==> src/rtl/irpd_pkg.sv <==
// Package for the IR pulse decoder and RGB dimmer: register map, pulse classes,
// key codes, configuration and queue entry types, and the dimming step functions.
// Depends on nothing; every other file of the block refers to it by scoped names.
`default_nettype none

package irpd_pkg;

  // Pulse classes as they appear on the result word.
  typedef enum logic [1:0] {
    CLS_NONE  = 2'd0,
    CLS_START = 2'd1,
    CLS_ONE   = 2'd2,
    CLS_ZERO  = 2'd3
  } cls_t;

  // Register indexes of the configuration port (byte address is 4 * index).
  typedef enum logic [2:0] {
    REG_START_MIN  = 3'd0,
    REG_START_MAX  = 3'd1,
    REG_ONE_MIN    = 3'd2,
    REG_ONE_MAX    = 3'd3,
    REG_ZERO_MIN   = 3'd4,
    REG_ZERO_MAX   = 3'd5,
    REG_DUTY_STEP  = 3'd6,
    REG_FULL_SCALE = 3'd7
  } reg_idx_t;

  localparam int unsigned TIME_W  = 16;
  localparam int unsigned LEVEL_W = 16;
  localparam int unsigned CODE_W  = 32;
  localparam int unsigned ADDR_W  = 5;
  localparam int unsigned DATA_W  = 32;

  // Reset values of the registers.
  localparam logic [TIME_W-1:0]  RST_START_MIN  = 16'd11000;
  localparam logic [TIME_W-1:0]  RST_START_MAX  = 16'd15000;
  localparam logic [TIME_W-1:0]  RST_ONE_MIN    = 16'd1800;
  localparam logic [TIME_W-1:0]  RST_ONE_MAX    = 16'd2800;
  localparam logic [TIME_W-1:0]  RST_ZERO_MIN   = 16'd700;
  localparam logic [TIME_W-1:0]  RST_ZERO_MAX   = 16'd1600;
  localparam logic [LEVEL_W-1:0] RST_DUTY_STEP  = 16'd2000;
  localparam logic [LEVEL_W-1:0] RST_FULL_SCALE = 16'd20000;

  // Compare values after reset: all channels dark.
  localparam logic [LEVEL_W-1:0] RST_LEVEL = 16'd20000;

  // Remote key codes, bit 0 received first.
  localparam logic [CODE_W-1:0] KEY_RED_UP     = 32'hBA45FF00;
  localparam logic [CODE_W-1:0] KEY_RED_DOWN   = 32'hBB44FF00;
  localparam logic [CODE_W-1:0] KEY_GREEN_UP   = 32'hB946FF00;
  localparam logic [CODE_W-1:0] KEY_GREEN_DOWN = 32'hBF40FF00;
  localparam logic [CODE_W-1:0] KEY_BLUE_UP    = 32'hB847FF00;
  localparam logic [CODE_W-1:0] KEY_BLUE_DOWN  = 32'hBC43FF00;
  localparam logic [CODE_W-1:0] KEY_RED_ON     = 32'hF807FF00;
  localparam logic [CODE_W-1:0] KEY_GREEN_ON   = 32'hEA15FF00;
  localparam logic [CODE_W-1:0] KEY_BLUE_ON    = 32'hF609FF00;
  localparam logic [CODE_W-1:0] KEY_ALL_OFF    = 32'hE916FF00;
  localparam logic [CODE_W-1:0] KEY_ALL_ON     = 32'hF20DFF00;

  // Configuration registers as one bundle.
  typedef struct packed {
    logic [TIME_W-1:0]  start_min;
    logic [TIME_W-1:0]  start_max;
    logic [TIME_W-1:0]  one_min;
    logic [TIME_W-1:0]  one_max;
    logic [TIME_W-1:0]  zero_min;
    logic [TIME_W-1:0]  zero_max;
    logic [LEVEL_W-1:0] duty_step;
    logic [LEVEL_W-1:0] full_scale;
  } cfg_t;

  // One classified edge, passed from the front end to the back end.
  typedef struct packed {
    cls_t              cls;
    logic [TIME_W-1:0] interval;
  } pulse_t;

  // Brighter means a smaller compare value; it floors at zero.
  function automatic logic [LEVEL_W-1:0] step_brighter(
    input logic [LEVEL_W-1:0] level,
    input logic [LEVEL_W-1:0] step
  );
    logic [LEVEL_W-1:0] res;
    res = (level >= step) ? (level - step) : '0;
    return res;
  endfunction

  // Darker adds the step and saturates at full scale, also pulling down a
  // level that sits above a lowered full scale.
  function automatic logic [LEVEL_W-1:0] step_darker(
    input logic [LEVEL_W-1:0] level,
    input logic [LEVEL_W-1:0] step,
    input logic [LEVEL_W-1:0] full
  );
    logic [LEVEL_W-1:0] res;
    if ((step <= full) && (level <= (full - step))) begin
      res = level + step;
    end else begin
      res = full;
    end
    return res;
  endfunction

endpackage

`default_nettype wire

==> src/rtl/irpd_if.sv <==
// Channel interfaces of the IR pulse decoder: edge word in, result word out.
// Depends on irpd_pkg for field widths.
`default_nettype none

interface irpd_in_if;
  logic                          valid;
  logic                          ready;
  logic [irpd_pkg::TIME_W-1:0]   edge_time;

  modport source (output valid, output edge_time, input ready);
  modport sink   (input valid, input edge_time, output ready);
endinterface

interface irpd_out_if;
  logic                          valid;
  logic                          ready;
  logic [1:0]                    pulse_class;
  logic [irpd_pkg::TIME_W-1:0]   interval;
  logic                          frame_done;
  logic [irpd_pkg::CODE_W-1:0]   frame_code;
  logic [irpd_pkg::LEVEL_W-1:0]  red_compare;
  logic [irpd_pkg::LEVEL_W-1:0]  green_compare;
  logic [irpd_pkg::LEVEL_W-1:0]  blue_compare;

  modport source (output valid, output pulse_class, output interval, output frame_done,
                  output frame_code, output red_compare, output green_compare,
                  output blue_compare, input ready);
  modport sink   (input valid, input pulse_class, input interval, input frame_done,
                  input frame_code, input red_compare, input green_compare,
                  input blue_compare, output ready);
endinterface

`default_nettype wire

==> src/rtl/irpd_front.sv <==
// Front end: takes edge timestamps, forms the interval since the previous edge
// and classifies it against the configured windows. Depends on irpd_pkg.
`default_nettype none

module irpd_front (
  input  wire logic                         clk,
  input  wire logic                         rst_n,
  input  wire irpd_pkg::cfg_t               cfg,
  input  wire logic                         in_valid,
  output logic                              in_ready,
  input  wire logic [irpd_pkg::TIME_W-1:0]  edge_time,
  input  wire logic                         q_full,
  output logic                              q_push,
  output irpd_pkg::pulse_t                  q_data
);

  logic [irpd_pkg::TIME_W-1:0] prev_r, prev_nxt;
  logic [irpd_pkg::TIME_W-1:0] interval;
  logic                        is_start, is_one, is_zero;

  // Accept whenever the queue has room.
  assign in_ready = !q_full;
  assign q_push   = in_valid && in_ready;

  // Interval wraps modulo the timer width.
  assign interval = edge_time - prev_r;

  // Strict window compares; start wins over one, one over zero.
  assign is_start = (interval > cfg.start_min) && (interval < cfg.start_max);
  assign is_one   = (interval > cfg.one_min)   && (interval < cfg.one_max);
  assign is_zero  = (interval > cfg.zero_min)  && (interval < cfg.zero_max);

  always_comb begin
    q_data.interval = interval;
    if (is_start) begin
      q_data.cls = irpd_pkg::CLS_START;
    end else if (is_one) begin
      q_data.cls = irpd_pkg::CLS_ONE;
    end else if (is_zero) begin
      q_data.cls = irpd_pkg::CLS_ZERO;
    end else begin
      q_data.cls = irpd_pkg::CLS_NONE;
    end
  end

  // The previous timestamp follows every accepted edge.
  assign prev_nxt = q_push ? edge_time : prev_r;

  always_ff @(posedge clk) begin
    if (!rst_n) begin
      prev_r <= '0;
    end else begin
      prev_r <= prev_nxt;
    end
  end

endmodule

`default_nettype wire

==> src/rtl/irpd_queue.sv <==
// Two-entry queue of classified pulses between the front and back ends.
// Depends on irpd_pkg for the entry type.
`default_nettype none

module irpd_queue (
  input  wire logic              clk,
  input  wire logic              rst_n,
  input  wire logic              push,
  input  wire irpd_pkg::pulse_t  wdata,
  input  wire logic              pop,
  output irpd_pkg::pulse_t       rdata,
  output logic                   full,
  output logic                   empty
);

  irpd_pkg::pulse_t mem_r [2];
  logic             wr_ptr_r, wr_ptr_nxt;
  logic             rd_ptr_r, rd_ptr_nxt;
  logic [1:0]       cnt_r, cnt_nxt;

  assign full  = (cnt_r == 2'd2);
  assign empty = (cnt_r == 2'd0);
  assign rdata = mem_r[rd_ptr_r];

  // Pointer and fill count updates.
  always_comb begin
    wr_ptr_nxt = push ? ~wr_ptr_r : wr_ptr_r;
    rd_ptr_nxt = pop  ? ~rd_ptr_r : rd_ptr_r;
    cnt_nxt    = cnt_r + {1'b0, push} - {1'b0, pop};
  end

  always_ff @(posedge clk) begin
    if (!rst_n) begin
      wr_ptr_r <= 1'b0;
      rd_ptr_r <= 1'b0;
      cnt_r    <= 2'd0;
    end else begin
      wr_ptr_r <= wr_ptr_nxt;
      rd_ptr_r <= rd_ptr_nxt;
      cnt_r    <= cnt_nxt;
    end
  end

  // Entry storage needs no reset.
  always_ff @(posedge clk) begin
    if (push) begin
      mem_r[wr_ptr_r] <= wdata;
    end
  end

endmodule

`default_nettype wire

==> src/rtl/irpd_back.sv <==
// Back end: assembles frame bits, applies remote keys to the three compare
// values and holds the result word in an output register. Depends on irpd_pkg.
`default_nettype none

module irpd_back #(
  parameter int unsigned FRAME_BITS = 32
) (
  input  wire logic                           clk,
  input  wire logic                           rst_n,
  input  wire irpd_pkg::cfg_t                 cfg,
  input  wire logic                           q_empty,
  output logic                                q_pop,
  input  wire irpd_pkg::pulse_t               q_data,
  output logic                                out_valid,
  input  wire logic                           out_ready,
  output logic [1:0]                          out_pulse_class,
  output logic [irpd_pkg::TIME_W-1:0]         out_interval,
  output logic                                out_frame_done,
  output logic [irpd_pkg::CODE_W-1:0]         out_frame_code,
  output logic [irpd_pkg::LEVEL_W-1:0]        out_red,
  output logic [irpd_pkg::LEVEL_W-1:0]        out_green,
  output logic [irpd_pkg::LEVEL_W-1:0]        out_blue
);

  localparam int unsigned CNT_W = $clog2(FRAME_BITS + 1);

  logic [CNT_W-1:0]                cnt_r, cnt_nxt, cnt_a;
  logic [irpd_pkg::CODE_W-1:0]     code_r, code_nxt, code_a;
  logic [irpd_pkg::LEVEL_W-1:0]    red_r, red_nxt, red_a;
  logic [irpd_pkg::LEVEL_W-1:0]    green_r, green_nxt, green_a;
  logic [irpd_pkg::LEVEL_W-1:0]    blue_r, blue_nxt, blue_a;
  logic                            done;
  logic                            vld_r, vld_nxt;
  logic [1:0]                      cls_r;
  logic [irpd_pkg::TIME_W-1:0]     ivl_r;
  logic                            done_r;

  // Take the next pulse when the output register is free or being drained.
  assign q_pop   = !q_empty && (!vld_r || out_ready);
  assign vld_nxt = q_pop || (vld_r && !out_ready);

  // Bit assembly for the pulse at the queue head.
  always_comb begin
    cnt_a  = cnt_r;
    code_a = code_r;
    case (q_data.cls)
      irpd_pkg::CLS_START: begin
        cnt_a  = '0;
        code_a = '0;
      end
      irpd_pkg::CLS_ONE: begin
        code_a = code_r | (irpd_pkg::CODE_W'(1) << cnt_r);
        cnt_a  = cnt_r + CNT_W'(1);
      end
      irpd_pkg::CLS_ZERO: begin
        cnt_a  = cnt_r + CNT_W'(1);
      end
      default: begin
        cnt_a  = cnt_r;
      end
    endcase
  end

  assign done = (cnt_a == CNT_W'(FRAME_BITS));

  // Key decode on a completed frame.
  always_comb begin
    red_a   = red_r;
    green_a = green_r;
    blue_a  = blue_r;
    if (done) begin
      case (code_a)
        irpd_pkg::KEY_RED_UP:     red_a   = irpd_pkg::step_brighter(red_r, cfg.duty_step);
        irpd_pkg::KEY_RED_DOWN:   red_a   = irpd_pkg::step_darker(red_r, cfg.duty_step,
                                                                  cfg.full_scale);
        irpd_pkg::KEY_GREEN_UP:   green_a = irpd_pkg::step_brighter(green_r, cfg.duty_step);
        irpd_pkg::KEY_GREEN_DOWN: green_a = irpd_pkg::step_darker(green_r, cfg.duty_step,
                                                                  cfg.full_scale);
        irpd_pkg::KEY_BLUE_UP:    blue_a  = irpd_pkg::step_brighter(blue_r, cfg.duty_step);
        irpd_pkg::KEY_BLUE_DOWN:  blue_a  = irpd_pkg::step_darker(blue_r, cfg.duty_step,
                                                                  cfg.full_scale);
        irpd_pkg::KEY_RED_ON:     red_a   = '0;
        irpd_pkg::KEY_GREEN_ON:   green_a = '0;
        irpd_pkg::KEY_BLUE_ON:    blue_a  = '0;
        irpd_pkg::KEY_ALL_OFF: begin
          red_a   = cfg.full_scale;
          green_a = cfg.full_scale;
          blue_a  = cfg.full_scale;
        end
        irpd_pkg::KEY_ALL_ON: begin
          red_a   = '0;
          green_a = '0;
          blue_a  = '0;
        end
        default: begin
          red_a   = red_r;
        end
      endcase
    end
  end

  // State advances only when a pulse is taken.
  always_comb begin
    cnt_nxt   = cnt_r;
    code_nxt  = code_r;
    red_nxt   = red_r;
    green_nxt = green_r;
    blue_nxt  = blue_r;
    if (q_pop) begin
      cnt_nxt   = done ? '0 : cnt_a;
      code_nxt  = code_a;
      red_nxt   = red_a;
      green_nxt = green_a;
      blue_nxt  = blue_a;
    end
  end

  always_ff @(posedge clk) begin
    if (!rst_n) begin
      cnt_r   <= '0;
      code_r  <= '0;
      red_r   <= irpd_pkg::RST_LEVEL;
      green_r <= irpd_pkg::RST_LEVEL;
      blue_r  <= irpd_pkg::RST_LEVEL;
      vld_r   <= 1'b0;
    end else begin
      cnt_r   <= cnt_nxt;
      code_r  <= code_nxt;
      red_r   <= red_nxt;
      green_r <= green_nxt;
      blue_r  <= blue_nxt;
      vld_r   <= vld_nxt;
    end
  end

  // Result word fields; compare values come straight from the level registers.
  always_ff @(posedge clk) begin
    if (q_pop) begin
      cls_r  <= q_data.cls;
      ivl_r  <= q_data.interval;
      done_r <= done;
    end
  end

  assign out_valid       = vld_r;
  assign out_pulse_class = cls_r;
  assign out_interval    = ivl_r;
  assign out_frame_done  = done_r;
  assign out_frame_code  = code_r;
  assign out_red         = red_r;
  assign out_green       = green_r;
  assign out_blue        = blue_r;

endmodule

`default_nettype wire

==> src/rtl/ir_pulse_decoder_rgb_dimmer_unit.sv <==
// IR pulse decoder with RGB dimmer, top level: configuration registers and the
// front end, queue and back end. Depends on irpd_pkg, irpd_if and the submodules.
//
// Usage:
//   in_ch carries one word per receiver edge: the 16-bit captured timer value.
//   out_ch returns one word per accepted edge: pulse class, interval, frame-done
//   flag, the code assembled so far and the red, green and blue compare values.
//   The APB port (byte address 4 * register index) holds the six window bounds,
//   the dimming step and the full-scale value; write it only while idle.
// Flow:
//   An accepted edge is written into the queue, then taken by the back end into
//   the output register, read by out_ch. One word per clock is sustained while
//   out_ch.ready is high; the back end's frame and level registers update once per word.
// Reset (rst_n low, synchronous): registers return to their defaults, the bit
//   count, code and previous timestamp clear and all channels go dark.
// Stall: a held output word stays in the output register; the two-entry queue
//   keeps taking edges until it fills, then in_ch.ready drops.
`default_nettype none

module ir_pulse_decoder_rgb_dimmer_unit #(
  parameter int unsigned FRAME_BITS = 32
) (
  input  wire logic                           clk,
  input  wire logic                           rst_n,
  irpd_in_if.sink                             in_ch,
  irpd_out_if.source                          out_ch,
  input  wire logic                           psel,
  input  wire logic                           penable,
  input  wire logic                           pwrite,
  input  wire logic [irpd_pkg::ADDR_W-1:0]    paddr,
  input  wire logic [irpd_pkg::DATA_W-1:0]    pwdata,
  output logic [irpd_pkg::DATA_W-1:0]         prdata,
  output logic                                pready
);

  irpd_pkg::cfg_t     cfg_r, cfg_nxt;
  irpd_pkg::reg_idx_t reg_idx;
  logic               wr_en;
  logic [15:0]        rd_val;

  irpd_pkg::pulse_t   push_data, pop_data;
  logic               q_push, q_pop, q_full, q_empty;

  // Register file write decode.
  assign pready  = 1'b1;
  assign wr_en   = psel && penable && pwrite && pready;
  assign reg_idx = irpd_pkg::reg_idx_t'(paddr[4:2]);

  always_comb begin
    cfg_nxt = cfg_r;
    if (wr_en) begin
      case (reg_idx)
        irpd_pkg::REG_START_MIN:  cfg_nxt.start_min  = pwdata[15:0];
        irpd_pkg::REG_START_MAX:  cfg_nxt.start_max  = pwdata[15:0];
        irpd_pkg::REG_ONE_MIN:    cfg_nxt.one_min    = pwdata[15:0];
        irpd_pkg::REG_ONE_MAX:    cfg_nxt.one_max    = pwdata[15:0];
        irpd_pkg::REG_ZERO_MIN:   cfg_nxt.zero_min   = pwdata[15:0];
        irpd_pkg::REG_ZERO_MAX:   cfg_nxt.zero_max   = pwdata[15:0];
        irpd_pkg::REG_DUTY_STEP:  cfg_nxt.duty_step  = pwdata[15:0];
        irpd_pkg::REG_FULL_SCALE: cfg_nxt.full_scale = pwdata[15:0];
        default:                  cfg_nxt            = cfg_r;
      endcase
    end
  end

  always_ff @(posedge clk) begin
    if (!rst_n) begin
      cfg_r.start_min  <= irpd_pkg::RST_START_MIN;
      cfg_r.start_max  <= irpd_pkg::RST_START_MAX;
      cfg_r.one_min    <= irpd_pkg::RST_ONE_MIN;
      cfg_r.one_max    <= irpd_pkg::RST_ONE_MAX;
      cfg_r.zero_min   <= irpd_pkg::RST_ZERO_MIN;
      cfg_r.zero_max   <= irpd_pkg::RST_ZERO_MAX;
      cfg_r.duty_step  <= irpd_pkg::RST_DUTY_STEP;
      cfg_r.full_scale <= irpd_pkg::RST_FULL_SCALE;
    end else begin
      cfg_r <= cfg_nxt;
    end
  end

  // Register readback.
  always_comb begin
    case (reg_idx)
      irpd_pkg::REG_START_MIN:  rd_val = cfg_r.start_min;
      irpd_pkg::REG_START_MAX:  rd_val = cfg_r.start_max;
      irpd_pkg::REG_ONE_MIN:    rd_val = cfg_r.one_min;
      irpd_pkg::REG_ONE_MAX:    rd_val = cfg_r.one_max;
      irpd_pkg::REG_ZERO_MIN:   rd_val = cfg_r.zero_min;
      irpd_pkg::REG_ZERO_MAX:   rd_val = cfg_r.zero_max;
      irpd_pkg::REG_DUTY_STEP:  rd_val = cfg_r.duty_step;
      irpd_pkg::REG_FULL_SCALE: rd_val = cfg_r.full_scale;
      default:                  rd_val = '0;
    endcase
  end

  assign prdata = {16'd0, rd_val};

  // Edge classification.
  irpd_front u_front (
    .clk       (clk),
    .rst_n     (rst_n),
    .cfg       (cfg_r),
    .in_valid  (in_ch.valid),
    .in_ready  (in_ch.ready),
    .edge_time (in_ch.edge_time),
    .q_full    (q_full),
    .q_push    (q_push),
    .q_data    (push_data)
  );

  // Decoupling queue.
  irpd_queue u_queue (
    .clk   (clk),
    .rst_n (rst_n),
    .push  (q_push),
    .wdata (push_data),
    .pop   (q_pop),
    .rdata (pop_data),
    .full  (q_full),
    .empty (q_empty)
  );

  // Frame assembly, key handling and result register.
  irpd_back #(
    .FRAME_BITS (FRAME_BITS)
  ) u_back (
    .clk             (clk),
    .rst_n           (rst_n),
    .cfg             (cfg_r),
    .q_empty         (q_empty),
    .q_pop           (q_pop),
    .q_data          (pop_data),
    .out_valid       (out_ch.valid),
    .out_ready       (out_ch.ready),
    .out_pulse_class (out_ch.pulse_class),
    .out_interval    (out_ch.interval),
    .out_frame_done  (out_ch.frame_done),
    .out_frame_code  (out_ch.frame_code),
    .out_red         (out_ch.red_compare),
    .out_green       (out_ch.green_compare),
    .out_blue        (out_ch.blue_compare)
  );

endmodule

`default_nettype wire

==> src/flat_wrapper.sv <==
// flat-port wrapper written by rule: the top's interface ports become plain ports
module ir_pulse_decoder_rgb_dimmer_unit_flat 
#(
  parameter int unsigned FRAME_BITS = 32
)
  (clk, rst_n, psel, penable, pwrite, paddr, pwdata, prdata, pready, in_ch_valid, in_ch_edge_time, in_ch_ready, out_ch_valid, out_ch_pulse_class, out_ch_interval, out_ch_frame_done, out_ch_frame_code, out_ch_red_compare, out_ch_green_compare, out_ch_blue_compare, out_ch_ready);
  irpd_in_if in_ch_i ();
  irpd_out_if out_ch_i ();
  input  wire logic clk;
  input  wire logic rst_n;
  input  wire logic psel;
  input  wire logic penable;
  input  wire logic pwrite;
  input  wire logic [irpd_pkg::ADDR_W-1:0] paddr;
  input  wire logic [irpd_pkg::DATA_W-1:0] pwdata;
  output logic [irpd_pkg::DATA_W-1:0] prdata;
  output logic pready;
  input wire logic [$bits(in_ch_i.valid)-1:0] in_ch_valid;
  input wire logic [$bits(in_ch_i.edge_time)-1:0] in_ch_edge_time;
  output wire logic [$bits(in_ch_i.ready)-1:0] in_ch_ready;
  output wire logic [$bits(out_ch_i.valid)-1:0] out_ch_valid;
  output wire logic [$bits(out_ch_i.pulse_class)-1:0] out_ch_pulse_class;
  output wire logic [$bits(out_ch_i.interval)-1:0] out_ch_interval;
  output wire logic [$bits(out_ch_i.frame_done)-1:0] out_ch_frame_done;
  output wire logic [$bits(out_ch_i.frame_code)-1:0] out_ch_frame_code;
  output wire logic [$bits(out_ch_i.red_compare)-1:0] out_ch_red_compare;
  output wire logic [$bits(out_ch_i.green_compare)-1:0] out_ch_green_compare;
  output wire logic [$bits(out_ch_i.blue_compare)-1:0] out_ch_blue_compare;
  input wire logic [$bits(out_ch_i.ready)-1:0] out_ch_ready;
  assign in_ch_i.valid = in_ch_valid;
  assign in_ch_i.edge_time = in_ch_edge_time;
  assign in_ch_ready = in_ch_i.ready;
  assign out_ch_valid = out_ch_i.valid;
  assign out_ch_pulse_class = out_ch_i.pulse_class;
  assign out_ch_interval = out_ch_i.interval;
  assign out_ch_frame_done = out_ch_i.frame_done;
  assign out_ch_frame_code = out_ch_i.frame_code;
  assign out_ch_red_compare = out_ch_i.red_compare;
  assign out_ch_green_compare = out_ch_i.green_compare;
  assign out_ch_blue_compare = out_ch_i.blue_compare;
  assign out_ch_i.ready = out_ch_ready;
  ir_pulse_decoder_rgb_dimmer_unit #(.FRAME_BITS(FRAME_BITS)) u_core (.clk(clk), .rst_n(rst_n), .in_ch(in_ch_i), .out_ch(out_ch_i), .psel(psel), .penable(penable), .pwrite(pwrite), .paddr(paddr), .pwdata(pwdata), .prdata(prdata), .pready(pready));
endmodule
==> config.mk <==
export PLATFORM = sky130hd
export DESIGN_NAME = ir_pulse_decoder_rgb_dimmer_unit_flat
export DESIGN_NICKNAME = d
export VERILOG_FILES = /design/src/rtl/irpd_pkg.sv /design/src/rtl/irpd_if.sv /design/src/rtl/irpd_front.sv /design/src/rtl/irpd_queue.sv /design/src/rtl/irpd_back.sv /design/src/rtl/ir_pulse_decoder_rgb_dimmer_unit.sv /design/src/flat_wrapper.sv
export SDC_FILE = /design/constraint.sdc
export NUM_CORES = 1
export LEC_CHECK = 0
export ABC_AREA = 1
export BUFFER_PORTS_ARGS = -buffer_cell sky130_fd_sc_hd__buf_4
export CORE_MARGIN = 1.5
export CORE_UTILIZATION = 32
export DETAILED_ROUTE_END_ITERATION = 7
export GPL_ROUTABILITY_DRIVEN = 1
export GPL_TIMING_DRIVEN = 0
export SLEW_MARGIN = 40
export SYNTH_ARGS = -nofsm -noshare
export SYNTH_HDL_FRONTEND = slang
export SYNTH_SLANG_ARGS = --single-unit
export TNS_END_PERCENT = 1
==> constraint.sdc <==
create_clock -name clk -period 11 [get_ports clk]
set_clock_uncertainty 0.1 [all_clocks]
set_input_delay 0.55 -clock clk [delete_from_list [all_inputs] [get_ports clk]]
set_output_delay 0.55 -clock clk [all_outputs]
set_load 0.02 [all_outputs]
Word level (Yosys, flattened, before mapping)
Memory sizes are Yosys's and may differ from the RTL's. A register that Yosys moved wholly into a read port is not among the register bits.
Index checks and enable logic that the tools add are counted.
- register bits after elaboration: 254
- bits in writable memories: 36
- output and inout bits: 134
- memories: 1
- memories (name ; depth ; bits a word ; read ports ; clocked after Yosys merged registers in ; write ports ; line ; source):
    u_core.u_queue.mem_r ; 2 ; 18 ; 1 ; 1 ; 1 ; irpd_queue.sv:16 ; irpd_pkg::pulse_t mem_r [2];
- add/sub/neg operators: 11
- order comparisons: 13
- equality and inequality tests: 23
- shift operators: 1
- mux-type cells: 20
- bitwise operators: 3
- reductions and logical operators: 37
- operator list (kind ; number):
    32-bit equality test, second input constant ; 11
    16-bit case mux with 4 select lines ; 3
    16-bit case mux with 8 select lines ; 1
    16-bit 2-to-1 mux ; 6
    16-bit subtractor ; 5
    16-bit less-or-equal comparator ; 4
    32-bit case mux with 2 select lines ; 1
    16-bit adder ; 3
    16-bit >= comparator ; 3
    16-bit > comparator ; 3
    16-bit less-than comparator ; 3
    32-bit OR ; 1
    1-bit by 6-bit << shifter with 32-bit output, first input constant ; 1
    2-bit AND reduction ; 8
    3-bit equality test, second input constant ; 4
    6-bit case mux with 2 select lines ; 1
    4-bit nonzero test ; 3
    1-bit logical AND ; 11
    3-bit AND reduction ; 3
    2-bit OR reduction ; 4
    6-bit by 1-bit adder with 6-bit output, second input constant ; 1
    2-bit equality test, second input constant ; 3
    3-bit by 2-bit equality test with 1-bit output, second input constant ; 2
    6-bit equality test, second input constant ; 1
    other kinds (12) ; 22

Logic depth before layout (Yosys ltp)
Gate-level depths: netlist (run 1).
- depth after elaboration: 7
- mapped depth: 29
- mapped depth without buffers: 28

Modules after synthesis
Synthesis (run 1) repeated with hierarchy kept, for this count alone.
- cell total of the unflattened synthesis: 3627
- area, all modules: 24502.2 um^2
- modules (own cells, without submodules) (module ; times used ; cells an instance ; area an instance (um^2) ; sequential area each (um^2)):
    irpd_back ; 1 ; 2054 ; 13062.5 ; 2312.2
    ir_pulse_decoder_rgb_dimmer_unit ; 1 ; 872 ; 6002.0 ; 2562.5
    irpd_front ; 1 ; 612 ; 3860.0 ; 320.3
    irpd_queue ; 1 ; 89 ; 1577.8 ; 1181.1

Worst setup path before layout (run 1)
No wires, ideal clock.
- path kind: reg2reg
- start point: reg u_core.cfg_r[17] (netlist bit)
- end point: reg u_core.u_back.blue_r, in the netlist u_core.u_back.out_blue[10]
- arrival: 4.009 ns
- slack: 6.776 ns
- cell stages (with the launch flop): 28
- path buffers: 1
- period minus slack after synthesis: 4.224 ns
- cells stage by stage: dfxtp_1 > inv_1 > ha_1 > inv_1 > o31ai_1 > inv_1 > o31ai_1 > a21oi_1 > o21ai_0 > nand2_1 > a21oi_1 > nor2_1 > xor2_1 > ha_1 > inv_1 > o21bai_1 > inv_1 > nand2_1 > nand2_1 > nand2_1 > nand2_1 > nand2_1 > clkbuf_1 > nand2_1 > nand3_1 > nand3_1 > nand2_1 > nand2_1
- word-level cells in the longest chain between the ends: 5
- ends and longest elaborated chain (item ; line ; source):
    from (decl) ; ir_pulse_decoder_rgb_dimmer_unit.sv:36 ; irpd_pkg::cfg_t cfg_r, cfg_nxt;
    from (signal assigned) ; ir_pulse_decoder_rgb_dimmer_unit.sv:77 ; cfg_r <= cfg_nxt;
    16-bit subtractor ; irpd_pkg.sv:96 ; if ((step <= full) && (level <= (full - step))) begin
    16-bit less-or-equal comparator ; irpd_pkg.sv:96 ;
    1-bit logical AND ; irpd_pkg.sv:96 ;
    16-bit 2-to-1 mux ; irpd_pkg.sv:96 ;
    16-bit case mux with 4 select lines * ; irpd_back.sv:72 ; case (code_a)
    to (signal assigned) ; irpd_back.sv:124 ; blue_r <= irpd_pkg::RST_LEVEL;
    to (signal assigned) ; irpd_back.sv:131 ; blue_r <= blue_nxt;
    to (decl) ; irpd_back.sv:31 ; logic [irpd_pkg::LEVEL_W-1:0] blue_r, blue_nxt, blue_a;
Mark *: on every way between the ends. The rest lies on a longest branch, timed or not.
A chain may end at the register's enable or synchronous reset.

Final worst setup path (run 1)
- start point: reg u_core.cfg_r[17] (netlist bit)
- end point: reg u_core.u_back.blue_r, in the netlist u_core.u_back.out_blue[13]
Same word-level chain as after synthesis.

==> results_dict.tcl, run 1 <==
set metrics [dict create \
    status "completed" \
    die_y_um 270 \
    design.die.area_um2 72800 \
    synth_async_sr_flop_share 0 \
    postRouteAntennaNets 0 \
    dr_total_vias 23717 \
    antenna_found_initial 1 \
    final_cell_area_um2 26600 \
    rsz_0062_raised_after_global_routing "no" \
    multiInputGateArea_um2 14400 \
    ys_dominant_reg_cell "sky130_fd_sc_hd__dfxtp_1" \
    vdd_ir_drop_max_v 0.000132 \
    power.switching_fraction 0.404 \
    gpl.final_weighted_congestion 1.03 \
    required_ns 11.35 \
    drive_gt1_frac 0.104 \
    internal_power_mw 2.52 \
    first_global_vias 21669 \
    cpMaxStageDelayCell "sky130_fd_sc_hd__dfxtp_1" \
    crit-reg2reg-launch "u_core.cfg_r[17]" \
    p_comb_frac 0.391 \
    placedInstanceArea_um2 25300 \
    clkTransAtPathRegs_ns 0.06 \
    synth_sequential_area_ratio 0.280 \
    cts_setup_buffers 0 \
    path_depth_of_the_worst_reg2reg_path 29 \
    maximum_number_of_pins_on_one_net_before_global_route_repair 23 \
    cap_viol_max_count 0 \
    max_freq_ghz 0.148 \
    worstSkewPairLatency_ns 0.57 \
    synthDistinctLibCells 62 \
    post_cts_resize_count 0 \
    cts_max_level 2 \
    power.leakage_nw 12.1 \
    timing.hold.worst.class "in -> reg" \
    numCtsBuffers 37 \
    die-width_um 270 \
    detail_route.drc_violations 0 \
    synthesis.area_per_instance_um2 7.12 \
    worstSetupEndpoint "u_core.u_back.out_blue[13]" \
    first_pass_iters 6 \
    worst_path_largest_cell_delay_ns 0.91 \
    critical_path_peak_fanout 10 \
    drv_slew 0 \
    origin_of_the_worst_setup_path "u_core.cfg_r[17]" \
    final_util 0.379 \
    syn_to_final_growth_pct 16.7 \
    worst_pin_slew_ns 1.02 \
    cts.path.max_buffers 3 \
    avgRoutedWirePerCell_um 21.6 \
    postSynthCellCount 3202 \
    tritoncts "built" \
    cts_hold_buffers 0 \
    crit_type "reg -> reg" \
    number_of_clock_sinks 291 \
    synth_edf_count 55 \
    syn_area_um2 22800 \
    crit_top_cell "sky130_fd_sc_hd__nand2_1" \
    grt-ovfl-total 0 \
    root_buffer "sky130_fd_sc_hd__clkbuf_16" \
    buffer_ports.inserted 157 \
    end_kind "flip-flop" \
    reg2reg_to "u_core.u_back.out_blue[13]" \
    relative_slew_slack 0.315 \
    power-per-cell-area_nw_per_um2 159 \
    timing_hold_violations_final 0 \
    power_switching_mw 1.71 \
    drtIter0Drc 2315 \
    fin_crit_sh 0.616 \
    detailedPlacementHpwl_mm 72.7 \
    io_pins 194 \
    layout.filler_cells 7528 \
    timing.final.setup_violations 0 \
    ys_ff_latch 291 \
    area.sequential_um2 6380 \
    grt_first_pass_wirelength_mm 137 \
    grt_util_all_layers 0.249 \
    ff2ff_setup_slack_ns 4.22 \
    worst_ep_arrival_time_ns 7.13 \
    row_count 97 \
    synth_warnings 0 \
    routed_wl_mm 94.7 \
    via_per_inst 5.41 \
    pwr-share-seq 0.310 \
    crit_path_start_kind "flip-flop" \
    layout_min_cycle_time_ns 6.78 \
    initial_utilization 0.324 \
    clock_power_share 0.299 \
    design.core.area_um2 70300 \
    layout.nets 3754 \
    tns_ns 0 \
]
[cell families after synthesis]
group	synth area share
fa+ha+maj	0.156
simple gates	0.236
buf+inv	0.0956
compound gates	0.187
other cells	0.000329
flops	0.280
xor+xnor	0.0373
mux	0.00790
[cells in the final DEF, fill, tap and decap left out, types with 32 or more instances in the layout]
master                      instances
sky130_fd_sc_hd__edfxtp_1          55
sky130_fd_sc_hd__nand3_1          239
sky130_fd_sc_hd__inv_1            410
sky130_fd_sc_hd__o21ai_0          220
sky130_fd_sc_hd__buf_4            177
sky130_fd_sc_hd__clkbuf_16         38
sky130_fd_sc_hd__clkbuf_1          82
sky130_fd_sc_hd__o211ai_1          39
sky130_fd_sc_hd__a21oi_1          355
sky130_fd_sc_hd__o22ai_1           32
sky130_fd_sc_hd__nor3_1            94
sky130_fd_sc_hd__dfxtp_1          236
sky130_fd_sc_hd__xor2_1            80
sky130_fd_sc_hd__nand4_1           51
sky130_fd_sc_hd__nor2_1           299
sky130_fd_sc_hd__ha_1             272
sky130_fd_sc_hd__nand2_1          452
[how the worst min path moves through the flow]
stage | slack (ns) | to | depth (start not counted) | start
after CTS | 0.13 | u_core.u_front.prev_r[0] | 3 | in_ch_edge_time[0]
after floorplan | 0.33 | flip-flop | 1 | u_core.u_queue.rd_ptr_r
after detailed placement | 0.35 | u_core.u_queue.rd_ptr_r | 1 | u_core.u_queue.rd_ptr_r
after global placement | 0.34 | u_core.u_queue.rd_ptr_r | 1 | u_core.u_queue.rd_ptr_r
after global routing | 0.16 | u_core.u_front.prev_r[0] | 3 | in_ch_edge_time[0]
final | 0.15 | u_core.u_front.prev_r[0] | 3 | in_ch_edge_time[0]
[cell type report]
class,count,area share
diodes,3,0.000282
plain buffers,117,0.0211
clock buffers,47,0.0396
clock inverters,21,0.00724
inverters,430,0.0608
multi-input cells,2379,0.542
flip-flops and latches,291,0.240
well taps,940,0.0442
repair buffers,158,0.0453
[registers in the layout (all words and copies together), names as in the netlist, 6 cells and up, named ones only]
signal,flops
u_core.u_front.prev_r,16
u_core.u_back.out_red,16
u_core.u_back.cnt_r,6
u_core.u_back.out_green,16
u_core.u_back.out_interval,16
u_core.cfg_r,128
u_core.u_back.out_frame_code,32
u_core.u_back.out_blue,16
u_core.u_queue.mem_r,36
[power groups by stage]
stage / sequential (mW) / clock [mW] / combinational, mW
4_1_cts: 1.31 / 1.29 / 1.63
6_report: 1.31 / 1.27 / 1.65
2_1_floorplan: 1.38 / 0 / 1.02
3_3_place_gp: 1.33 / 0 / 1.58
5_1_grt: 1.32 / 1.32 / 1.81
3_5_place_dp: 1.33 / 0 / 1.62
[Yosys cell counts, drive strengths merged (5+ instances only)]
master   count  share of area
edfxtp      55          0.072
o221ai       6         0.0023
o21ai      234          0.052
a211oi       9         0.0030
o31ai        8         0.0026
buf         35          0.011
o2111ai      8         0.0031
o21bai      14         0.0053
a21oi      356          0.078
or2         12         0.0033
mux2        16         0.0079
nand3      244          0.055
xor2        88          0.034
o211ai      39          0.013
a31oi        5         0.0014
nand3b      15         0.0049
inv        429          0.071
ha         272           0.15
nor2       322          0.057
a221oi      23         0.0088
xnor2        9         0.0035
nor3        99          0.023
a21o         9         0.0030
o22ai       32         0.0088
fa           8         0.0070
dfxtp      236           0.21
nand4       52          0.015
clkbuf      82          0.014
nand2      459          0.076
[per-layer routing]
layer	GRT usage	vias up	wire length, um
met5	0	-	7
met4	0.129	2	5130
met3	0.0490	266	8350
met2	0.394	1086	42200
met1	0.321	11053	39000
li1	-	11310	-
[critical path: cells and delay by family (launching register included)]
family	cells	cell delay, ns
DFF	1	0.91
adders and majority gates	2	0.70
and+or+nand+nor	16	2.07
xor gates and xnor gates	1	0.46
AOI/OAI and AO/OA	4	1.15
buffers and inverters	6	1.26
[stage by stage]
step	hold slack [ns]	setup WS [ns]	cells	total power [mW]
floorplan	0.326	6.78	3217	2.40
global placement	0.339	4.70	4314	2.92
finish	0.153	4.22	4386	4.23
detailed placement	0.348	4.53	4315	2.95
global route	0.156	4.02	4383	4.45
CTS	0.128	4.49	4383	4.23
Note: power is estimated with default switching activity, not from simulation.
==> run 2: changes to the inputs <==
==> constraint.sdc (replaced) <==
create_clock -name clk -period 7 [get_ports clk]
set_clock_uncertainty 0.1 [all_clocks]
set_input_delay 0.35 -clock clk [delete_from_list [all_inputs] [get_ports clk]]
set_output_delay 0.35 -clock clk [all_outputs]
set_load 0.02 [all_outputs]
==> run 2 against run 1 <==
Effect of this change: combinational power grew 58%; flip-flop and latch count is the same; via count grew 0.45%; largest cell class unchanged; final cell count grew 0.30%; global-route usage grew 0.068 points; die area is the same.
==> results_dict.tcl, run 2 (synthesis gave the netlist of run 1 again) <==
set metrics [dict create \
    status "completed" \
    first_pass_iters 6 \
    antenna_found_initial 1 \
    io_pins 194 \
    insertedDiodeCount 0 \
    crit_type "reg -> reg" \
    grt_first_pass_wirelength_mm 138 \
    max_freq_ghz 0.147 \
    layout.filler_cells 7515 \
    layout.nets 3770 \
    layout_common_cells "sky130_fd_sc_hd__nand2_1 (452), sky130_fd_sc_hd__inv_1 (410), sky130_fd_sc_hd__a21oi_1 (355)" \
    worst_path_largest_cell_delay_ns 0.92 \
    root_buffer "sky130_fd_sc_hd__clkbuf_16" \
    vdd_ir_drop_max_v 0.000207 \
    timing.final.setup_violations 0 \
    number_of_clock_sinks 291 \
    first_global_vias 21769 \
    detail_route.drc_violations 0 \
    gpl.final_weighted_congestion 1.03 \
    worst_ep_arrival_time_ns 7.13 \
    end_kind "flip-flop" \
    design.core.area_um2 70300 \
    clkTransAtPathRegs_ns 0.06 \
    tns_ns 0 \
    row_count 97 \
    grt_util_all_layers 0.250 \
    via_per_inst 5.42 \
    numCtsBuffers 37 \
    area.sequential_um2 6380 \
    dr_total_vias 23823 \
    die-width_um 270 \
    cp.buffers_inverters 6 \
    largest-register "u_core.cfg_r" \
    cpMaxStageDelayCell "sky130_fd_sc_hd__dfxtp_1" \
    cts_setup_buffers 0 \
    required_ns 7.35 \
    die_y_um 270 \
    maximum_number_of_pins_on_one_net_before_global_route_repair 23 \
    detailedPlacementHpwl_mm 72.7 \
    drtIter0Drc 2417 \
    multiInputGateArea_um2 14400 \
    avgRoutedWirePerCell_um 21.5 \
    timing.hold.worst.class "in -> reg" \
    layout_min_cycle_time_ns 6.78 \
    critPathTopFamily "simple AND/OR/NAND/NOR gates" \
    rsz_0062_raised_after_global_routing "no" \
    final_util 0.381 \
    tritoncts "built" \
    layout_commonest_cell "sky130_fd_sc_hd__nand2_1" \
    cts.path.max_buffers 3 \
    relative_slew_slack 0.345 \
    cts_max_level 2 \
    design.die.area_um2 72800 \
    routed_wl_mm 94.8 \
    grt-ovfl-total 0 \
    power.leakage_nw 12.2 \
    postRouteAntennaNets 0 \
    drive_gt1_frac 0.103 \
    cap_viol_max_count 0 \
    crit_top_cell "sky130_fd_sc_hd__nand2_1" \
    largest_register_ffs 128 \
    syn_to_final_growth_pct 17.4 \
    buffer_ports.inserted 157 \
    holdWs_ns 0.0261 \
    drv_slew 0 \
    critical_path_peak_fanout 10 \
    crit_path_start_kind "flip-flop" \
    timing_hold_violations_final 0 \
    worst_pin_slew_ns 0.980 \
    worstSkewPairLatency_ns 0.57 \
    initial_utilization 0.324 \
    fin_crit_sh 0.969 \
    power-per-cell-area_nw_per_um2 249 \
]
==> run 2: worst min-delay path, cell delays in order <==
cell                      delay (ns)
sky130_fd_sc_hd__buf_4          0.08
sky130_fd_sc_hd__o21ai_0        0.08
sky130_fd_sc_hd__a21oi_1        0.14
==> run 2: through the flow <==
step | setup slack, ns | instance area, um2 | std cells | power (mW)
6_report | 0.218 | 26800 | 4399 | 6.66
5_1_grt | 0.0227 | 26800 | 4399 | 7.01
4_1_cts | 0.492 | 26800 | 4399 | 6.65
3_5_place_dp | 0.526 | 25300 | 4315 | 4.64
3_3_place_gp | 0.702 | 25200 | 4314 | 4.58
2_1_floorplan | 2.78 | 22900 | 3217 | 3.77
==> run 2: path summary, 6_finish.rpt <==
kind	endpoint	slack, ns	startpoint	cells past startpoint
max	u_core.u_back.out_blue[13]	0.22	u_core.cfg_r[17]	29
min	u_core.u_front.prev_r[8]	0.03	in_ch_edge_time[8]	3
max reg2reg	u_core.u_back.out_blue[13]	0.22	u_core.cfg_r[17]	29
min reg2reg	u_core.u_front.prev_r[5]	0.36	u_core.u_front.prev_r[5]	2
==> run 2: power by group <==
part	total [mW]	internal [mW]	switching, mW
clock network	1.99	1.15	0.841
logic	2.61	0.859	1.75
registers	2.06	1.96	0.103
total	6.66	3.97	2.69
==> run 2: layer usage <==
metal,vias to the layer above,global-route usage,routed length (um)
met2,1131,0.396,42000
met5,-,0,7
met1,11076,0.322,38700
met3,280,0.0490,8650
met4,2,0.129,5430
li1,11334,-,-
==> run 2: timing repair <==
action | in CTS | in global routing
setup endpoints to repair | 0 | 0
hold endpoints to repair | 16 | 0
hold buffers | 16 | 0
gates resized for setup | 0 | 0
==> run 2: area by class of cell <==
| class | instances | area share |
|---|---|---|
| Clock buffer | 47 | 0.0394 |
| Sequential cell | 291 | 0.238 |
| Inverter | 430 | 0.0605 |
| Buffer | 117 | 0.0210 |
| Timing Repair Buffer | 174 | 0.0511 |
| Clock inverter | 21 | 0.00720 |
| Tap cell | 940 | 0.0439 |
| Multi-Input combinational cell | 2379 | 0.539 |
